$ cat src/sv/gtpf_pkg.sv
`timescale 1ns / 1ps
// ----------------------------------------------------------------------------
// gtpf_pkg
// Shared types, constants and helpers for the grayscale tint pixel filter.
// ----------------------------------------------------------------------------
package gtpf_pkg;

    localparam int CHAN_W   = 8;
    localparam int PIXEL_W  = 3 * CHAN_W;
    localparam int CFG_IDX_W = 8;
    localparam int CFG_DAT_W = 8;

    localparam logic [CHAN_W-1:0] FULL_SCALE = 8'd255;
    localparam logic [CHAN_W-1:0] LIFT_BASE  = 8'd179;
    localparam logic [CHAN_W-1:0] LIFT_SPAN  = FULL_SCALE - LIFT_BASE;

    localparam logic [CHAN_W-1:0] LUMA_KR = 8'd77;
    localparam logic [CHAN_W-1:0] LUMA_KG = 8'd150;
    localparam logic [CHAN_W-1:0] LUMA_KB = 8'd29;
    localparam logic [15:0]       LUMA_RND = 16'd128;

    typedef enum logic [1:0] {
        MODE_PASS  = 2'd0,
        MODE_SCALE = 2'd1,
        MODE_BLEND = 2'd2,
        MODE_LIFT  = 2'd3
    } tint_mode_t;

    typedef enum logic [CFG_IDX_W-1:0] {
        REG_TINT_RED   = 8'd0,
        REG_TINT_GREEN = 8'd1,
        REG_TINT_BLUE  = 8'd2,
        REG_TINT_MODE  = 8'd3
    } cfg_reg_t;

    // Exact x/255 for x up to 255*255.
    function automatic logic [CHAN_W-1:0] div255(input logic [15:0] x);
        logic [16:0] t;
        t = {1'b0, x} + 17'd1 + {9'd0, x[15:8]};
        return t[15:8];
    endfunction

endpackage

$ cat src/sv/grayscale_tint_pixel_filter.sv
`timescale 1ns / 1ps
// ----------------------------------------------------------------------------
// grayscale_tint_pixel_filter
// Throughput: one pixel per cycle unless the output stalls; four register
// stages (luma, gain select, channel multiply, divide and output) advance
// under a ready chain. In pass mode words go through unchanged.
// Reset (rst_n low, async): pipeline emptied, tint color and mode cleared.
// Converts each RGB24 word to BT.601 gray and tints it with the set color.
// ----------------------------------------------------------------------------
module grayscale_tint_pixel_filter
    import gtpf_pkg::*;
(
    input  logic                 clk,
    input  logic                 rst_n,
    input  logic                 s_axis_tvalid,
    output logic                 s_axis_tready,
    input  logic [PIXEL_W-1:0]   s_axis_tdata,  // pixel_red, pixel_green, pixel_blue
    input  logic                 s_axis_tlast,  // frame_end
    output logic                 m_axis_tvalid,
    input  logic                 m_axis_tready,
    output logic [PIXEL_W-1:0]   m_axis_tdata,  // out_red, out_green, out_blue
    output logic                 m_axis_tlast,  // out_frame_end
    input  logic                 cfg_valid,
    output logic                 cfg_ready,
    input  logic [CFG_IDX_W-1:0] cfg_index,
    input  logic [CFG_DAT_W-1:0] cfg_data
);

    logic [CHAN_W-1:0] tint_reg [3];
    tint_mode_t        mode_reg;

    // stage valids and readies
    logic s1_valid_reg, s2_valid_reg, s3_valid_reg, s4_valid_reg;
    logic s1_ready, s2_ready, s3_ready, s4_ready;

    logic [PIXEL_W-1:0] s1_pix_reg, s2_pix_reg, s3_pix_reg, s4_pix_reg;
    logic               s1_last_reg, s2_last_reg, s3_last_reg, s4_last_reg;
    logic [CHAN_W-1:0]  s1_gray_reg;
    logic [CHAN_W-1:0]  s2_gain_reg, s2_base_reg, s3_base_reg;
    logic [15:0]        s3_prod_reg [3];

    logic [CHAN_W-1:0]  gray_next, gain_next, base_next;
    logic [15:0]        luma_sum;
    logic [15:0]        lift_prod;
    logic [PIXEL_W-1:0] out_next;

    assign s4_ready = !s4_valid_reg || m_axis_tready;
    assign s3_ready = !s3_valid_reg || s4_ready;
    assign s2_ready = !s2_valid_reg || s3_ready;
    assign s1_ready = !s1_valid_reg || s2_ready;

    assign s_axis_tready = s1_ready;
    assign cfg_ready     = 1'b1;

    // configuration
    always_ff @(posedge clk or negedge rst_n)
    begin
        if (!rst_n)
        begin
            tint_reg[0] <= '0;
            tint_reg[1] <= '0;
            tint_reg[2] <= '0;
            mode_reg    <= MODE_PASS;
        end
        else if (cfg_valid)
        begin
            case (cfg_index)
                REG_TINT_RED:   tint_reg[0] <= cfg_data;
                REG_TINT_GREEN: tint_reg[1] <= cfg_data;
                REG_TINT_BLUE:  tint_reg[2] <= cfg_data;
                REG_TINT_MODE:  mode_reg    <= tint_mode_t'(cfg_data[1:0]);
                default:        ;
            endcase
        end
    end

    // stage 1: luma
    always_comb
    begin
        luma_sum = 16'(s_axis_tdata[7:0] * LUMA_KR)
                 + 16'(s_axis_tdata[15:8] * LUMA_KG)
                 + 16'(s_axis_tdata[23:16] * LUMA_KB)
                 + LUMA_RND;
        gray_next = luma_sum[15:8];
    end

    // stage 2: gain and offset; blend is gray + c*(255-gray)/255
    always_comb
    begin
        lift_prod = 16'(s1_gray_reg * LIFT_SPAN);
        gain_next = s1_gray_reg;
        base_next = '0;
        case (mode_reg)
            MODE_BLEND:
            begin
                gain_next = FULL_SCALE - s1_gray_reg;
                base_next = s1_gray_reg;
            end
            MODE_LIFT:  gain_next = LIFT_BASE + div255(lift_prod);
            default:    gain_next = s1_gray_reg;
        endcase
    end

    // stage 4: divide and select
    always_comb
    begin
        if (mode_reg == MODE_PASS)
            out_next = s3_pix_reg;
        else
            out_next = {s3_base_reg + div255(s3_prod_reg[2]),
                        s3_base_reg + div255(s3_prod_reg[1]),
                        s3_base_reg + div255(s3_prod_reg[0])};
    end

    always_ff @(posedge clk or negedge rst_n)
    begin
        if (!rst_n)
        begin
            s1_valid_reg <= 1'b0;
            s2_valid_reg <= 1'b0;
            s3_valid_reg <= 1'b0;
            s4_valid_reg <= 1'b0;
        end
        else
        begin
            if (s1_ready)
                s1_valid_reg <= s_axis_tvalid;
            if (s2_ready)
                s2_valid_reg <= s1_valid_reg;
            if (s3_ready)
                s3_valid_reg <= s2_valid_reg;
            if (s4_ready)
                s4_valid_reg <= s3_valid_reg;
        end
    end

    always_ff @(posedge clk)
    begin
        if (s1_ready)
        begin
            s1_pix_reg  <= s_axis_tdata;
            s1_last_reg <= s_axis_tlast;
            s1_gray_reg <= gray_next;
        end
        if (s2_ready)
        begin
            s2_pix_reg  <= s1_pix_reg;
            s2_last_reg <= s1_last_reg;
            s2_gain_reg <= gain_next;
            s2_base_reg <= base_next;
        end
        if (s3_ready)
        begin
            s3_pix_reg     <= s2_pix_reg;
            s3_last_reg    <= s2_last_reg;
            s3_base_reg    <= s2_base_reg;
            s3_prod_reg[0] <= 16'(tint_reg[0] * s2_gain_reg);
            s3_prod_reg[1] <= 16'(tint_reg[1] * s2_gain_reg);
            s3_prod_reg[2] <= 16'(tint_reg[2] * s2_gain_reg);
        end
        if (s4_ready)
        begin
            s4_pix_reg  <= out_next;
            s4_last_reg <= s3_last_reg;
        end
    end

    assign m_axis_tvalid = s4_valid_reg;
    assign m_axis_tdata  = s4_pix_reg;
    assign m_axis_tlast  = s4_last_reg;

endmodule

$ cat config.mk
export PLATFORM = sky130hd
export DESIGN_NAME = grayscale_tint_pixel_filter
export DESIGN_NICKNAME = d
export VERILOG_FILES = /design/src/sv/gtpf_pkg.sv /design/src/sv/grayscale_tint_pixel_filter.sv
export SDC_FILE = /design/constraint.sdc
export NUM_CORES = 1
export LEC_CHECK = 0
export BUFFER_PORTS_ARGS = -buffer_cell sky130_fd_sc_hd__clkbuf_2
export CORE_MARGIN = 2
export CORE_UTILIZATION = 58
export CTS_CLUSTER_DIAMETER = 200
export DETAILED_ROUTE_END_ITERATION = 12
export PLACE_DENSITY = 0.83
export SLEW_MARGIN = 20
export SYNTH_ARGS = -nofsm -noshare
export SYNTH_HDL_FRONTEND = slang
export SYNTH_SLANG_ARGS = --single-unit
$ cat constraint.sdc
create_clock -name clk -period 5.2 [get_ports clk]
set_clock_uncertainty 0.1 [all_clocks]
set_input_delay 0 -clock clk [delete_from_list [all_inputs] [get_ports clk]]
set_output_delay 0 -clock clk [all_outputs]
set_load 0.02 [all_outputs]
# Yosys cells after proc, flatten, opt, wreduce, memory -nomap -nowiden
# Memory sizes are Yosys's and may differ from the RTL's.
# Index checks and enable logic that the tools add are counted.
[word_totals]
regBits = 162
mem_bits_rw = 48
elab_cells = 67
mem_count = 1
[memory_table]
columns = ["memory", "depth", "word_bits", "rd", "rd_ports_with_merged_regs", "wr", "line_no", "rtl"]
rows = [
  ["s3_prod_reg", 3, 16, 3, 0, 3, "grayscale_tint_pixel_filter.sv:40", "logic [15:0] s3_prod_reg [3];"],
]
[classes]
add_sub_neg = 16
n_mul = 7
n_eq_ne = 5
n_mux = 4
n_reduce_logical = 14
[ops]
columns = ["cell", "count"]
rows = [
  ["$add A16 B1 Y16 const B", 3],
  ["$add A16 B8 Y16", 3],
  ["$mul A8 B8 Y16", 3],
  ["$mul A8 B7 Y15 const B", 2],
  ["$mul A8 B5 Y13 const B", 2],
  ["$add A8 B8 Y8", 3],
  ["$mux W24", 1],
  ["$add A15 B1 Y16 const B", 1],
  ["$add A15 B16 Y16", 1],
  ["$add A16 B13 Y16", 1],
  ["$add A16 B7 Y16", 1],
  ["$add A16 B8 Y16 const B", 1],
  ["$eq A8 B2 Y1 const B", 2],
  ["$pmux W8 S2", 1],
  ["$add A8 B8 Y8 const A", 1],
  ["$eq A8 B1 Y1 const B", 1],
  ["$logic_not A8 Y1", 1],
  ["$reduce_and A2 Y1", 4],
  ["$sub A8 B8 Y8 const A", 1],
  ["$eq A2 B2 Y1 const B", 2],
  ["$logic_not A1 Y1", 4],
  ["$logic_or A1 B1 Y1", 4],
  ["$logic_not A2 Y1", 1],
  ["$mux W1", 2],
]

# Depth between registers and ports, before layout
[logic_depth]
word_depth = 5
mapped_depth = 25

# Worst setup path after synthesis
# Ideal clock, no wire load.
[synth_path]
path_kind = "input -> register"
start = "input port s_axis_tdata[12]"
end = "register s1_gray_reg[7], data pin"
arrival_ns = 5.637
required_ns = 4.840
slack_ns = -0.797
cell_stages = 22
cell_sequence = "ha_1 > ha_1 > inv_1 > fa_1 > inv_1 > fa_1 > ha_1 > xor2_1 > fa_1 > fa_1 > fa_1 > fa_1 > inv_1 > ha_1 > ha_1 > or3_1 > o2111ai_1 > a21boi_0 > o21ai_0 > a21oi_1 > a21oi_1 > xnor2_1"
[synth_between]
elab_chain_cells = 4
[synth_rtl]
columns = ["item", "line_no", "rtl"]
rows = [
  ["from (decl)", "grayscale_tint_pixel_filter.sv:17", "input logic [PIXEL_W-1:0] s_axis_tdata,"],
  ["$mul A8 B7 Y15", "grayscale_tint_pixel_filter.sv:81", "+ 16'(s_axis_tdata[15:8] * LUMA_KG)"],
  ["$add A15 B16 Y16", "grayscale_tint_pixel_filter.sv:81", ""],
  ["$add A16 B13 Y16", "grayscale_tint_pixel_filter.sv:82", "+ 16'(s_axis_tdata[23:16] * LUMA_KB)"],
  ["$add A16 B8 Y16", "grayscale_tint_pixel_filter.sv:83", "+ LUMA_RND;"],
  ["via luma_sum[15]", "grayscale_tint_pixel_filter.sv:43", "logic [15:0] luma_sum;"],
  ["to (signal assigned)", "grayscale_tint_pixel_filter.sv:143", "s1_gray_reg <= gray_next;"],
  ["to (decl)", "grayscale_tint_pixel_filter.sv:38", "logic [CHAN_W-1:0] s1_gray_reg;"],
]
# The timed path passes the listed nets, and every way through them passes these cells.
# A chain may end at the register's enable or synchronous reset.

# Final worst setup path
[layout_path]
start = "input port s_axis_tdata[11]"
end = "register s1_gray_reg[5], data pin"
# Same word-level chain as after synthesis.

==> flow_metrics.tcl <==
set metrics [dict create \
    p_int_mw 8.20 \
    vias_per_cell 5.73 \
    tightest_slew_ns 1.09 \
    routed_wl_um 44500 \
    ctsHtreeMaxLevel 1 \
    setup.worst_path.class "in2reg" \
    peakVddDrop_mv 0.835 \
    synth-edff-count 180 \
    start_util_pct 59.1 \
    chipHeight_um 184 \
    clkTransAtPathRegs_ns 0.06 \
    placed_cells 2176 \
    synth_cell_types 60 \
    final_cell_count_no_fill 2282 \
    synth_nets 2161 \
    synth_compound_area_share_pct 6.21 \
    synth.yosys.seq_area_share_pct 32.9 \
    pre_cts_ws_ns -0.934 \
    detailroute.via_count 13100 \
    p_leak_nw 10.7 \
    cts_sinks 210 \
    startpoint_type "input port" \
    synth_top_area_cell "edfxtp_1" \
    final_hold_viol_count 0 \
    endpoint_kind "register" \
    drive_above_1_share_pct 15.6 \
    rsz0062_at_grt "true" \
    synthTopCellsByArea "edfxtp_1 (29%), fa_1 (18%), ha_1 (18%)" \
    clkLatencyLatePin_ns 0.53 \
    fmax_mhz 177 \
    holdWs_ns 0.0000319 \
    yosysTopAreaCellShare_pct 28.9 \
    clk_path_buf_depth 3 \
    synthMuxAreaShare_pct 2.55 \
    postSynthAreaPerCell_um2 11.2 \
    min_path_type "in2async" \
    first_pass_iters 5 \
    p_sw_share_pct 43.3 \
    period_share_pct 108 \
    p_seq_share_pct 18.2 \
    hpwl_um 30900 \
    postLayoutCellArea_um2 21700 \
    p_sw_mw 6.27 \
    synth_fa_ha_area_share_pct 36.5 \
    syn_area_um2 18700 \
    antenna_found_initial 2 \
    synth-simple-area-share_pct 10.5 \
    worstPathRequired_ns 5.38 \
    cts-root-buf "clkbuf_16" \
    crit_arrival_ns 5.82 \
    synth_top_family_by_area "adder cells" \
    syn_inst 1674 \
    synth_most_common_cell "inv_1" \
    nFillCells 2046 \
    grt_pass1_wl_um 69300 \
    setup-violations-final 6 \
    finish.utilization_pct 68.5 \
    maxCapViolCount 0 \
    gp_congestion 0.883 \
    yosys_warnings 0 \
    slew_headroom_pct 27.2 \
    row_count 65 \
    grt_util_all_layers_pct 26.1 \
    p_comb_share_pct 70.6 \
    area_growth_pct 15.9 \
    drc 0 \
    io_pins 74 \
    ys_ff_latch 210 \
    final_antenna_net_count 0 \
    core_um2 31600 \
    postPlaceCellArea_um2 20000 \
    post_drt_wl_per_cell_um 19.5 \
    numPortBuffers 72 \
    die_area_um2 33700 \
    dieWidth_um 184 \
    nNetsFinal 2350 \
    grt_overflow 0 \
    drt_iter0_drc 915 \
    synth_ff_type "edfxtp_1" \
    pwr-share-clk_pct 11.2 \
    largest_reg_flops 48 \
    setup_slack_ns -0.440 \
    cts_inserted_buffers 22 \
    synth_commonest_cells "inv_1 (276), ha_1 (271), edfxtp_1 (180)" \
    violations "setup timing" \
    grt_pass1_vias 13900 \
    status "finished with violations" \
    grt_max_degree 83 \
    cts_tree "yes" \
    cp_max_fo 3 \
    async_reset_ff_share_pct 14.3 \
    drv_slew 0 \
    layout_min_cycle_time_ns 5.64 \
    synth_xor_area_share_pct 5.11 \
    power.density_nw_per_um2 668 \
]
worst max-delay path, stage by stage:
cell       delay, ns
clkbuf_2        0.13
ha_4            0.29
ha_1            0.17
inv_2           0.04
fa_1            0.51
inv_1           0.05
fa_1            0.52
ha_4            0.22
xor2_2          0.17
fa_1            0.49
fa_1            0.57
fa_1            0.45
fa_1            0.51
inv_2           0.05
ha_4            0.23
ha_4            0.17
or3_4           0.42
o2111ai_4       0.09
a21boi_2        0.09
o21ai_2         0.21
nand2b_1        0.15
a21oi_2         0.18
xnor2_1         0.08
cell families after synthesis:
kind of cell | count (synthesis)
AOI/OAI and AO/OA | 175
adders and majority gates | 443
buffers and inverters | 308
xor gates and xnor gates | 109
other | 1
muxes | 43
and+or+nand+nor | 385
DFF | 210
layout make-up:
class	count	area [um2]	share of cell area, %
repair buffers	197	1430	6.61
flip-flops and latches	210	6160	28.4
inverters	276	1040	4.78
well taps	402	503	2.32
clock inverters	15	189	0.872
diodes	1	2.50	0.0115
clock buffers	25	562	2.59
multi-input cells	1156	11800	54.4
cell usage in the layout (no fill, tap or decap), types with 19 or more instances in the layout:
master         instances
nor2_1                56
clkbuf_2              70
ha_1                 253
o21a_1                22
mux2_2                33
edfxtp_1             180
dlygate4sd3_1         41
nand2_1              113
dfrtp_1               30
o21ai_0               40
buf_4                 82
inv_1                272
clkbuf_16             22
and2_1               125
xnor2_1               72
fa_1                 168
a21o_1                19
xor2_1                33
a21oi_1               31
stage by stage:
| stage | setup TNS, ns | power (mW) |
|---|---|---|
| finish | -1.82 | 14.5 |
| global route | -2.31 | 15.3 |
| CTS | -0.484 | 13.1 |
| detailed placement | -5.06 | 10.6 |
| global placement | -4.16 | 10.1 |
| floorplan | -2.14 | 8.12 |
worst paths after layout:
kind	cells after the start	startpoint	slack [ns]	endpoint
max	23	s_axis_tdata[11]	-0.44	s1_gray_reg[5]
min	2	rst_n	0.00003	tint_reg[17]
max reg2reg	22	s1_gray_reg[4]	0.17	s2_gain_reg[4]
min reg2reg	0	s1_pix_reg[16]	0.32	s2_pix_reg[16]
max in group asynchronous	2	rst_n	4.49	m_axis_tvalid
min in group clk	4	cfg_index[2]	0.02	tint_reg[17]
power groups by stage:
stage	sequential, mW	combinational [mW]	clock, mW
CTS	2.68	8.80	1.64
floorplan	2.59	5.54	0
finish	2.63	10.2	1.62
global placement	2.71	7.41	0
global route	2.66	10.9	1.71
detailed placement	2.72	7.83	0
layer usage:
| metal | track usage, % | part of all wire (%) | up-vias | wire, um |
|---|---|---|---|---|
| met2 | 46.8 | 52 | 504 | 23000 |
| met4 | 10.5 | 4.3 | 2 | 1910 |
| met1 | 31.7 | 38 | 6484 | 16800 |
| li1 | - | - | 5915 | - |
| met5 | 0 | 0.029 | - | 13 |
| met3 | 3.53 | 6.2 | 163 | 2750 |
what timing repair did:
item | in CTS | in global routing
setup buffers | 8 | 17
hold buffers | 41 | 0
setup endpoints to repair | 7 | 16
hold endpoints to repair | 83 | 0
pin swaps | 8 | 23
resized for setup | 20 | 37
Note: power is estimated with default switching activity, not from simulation.
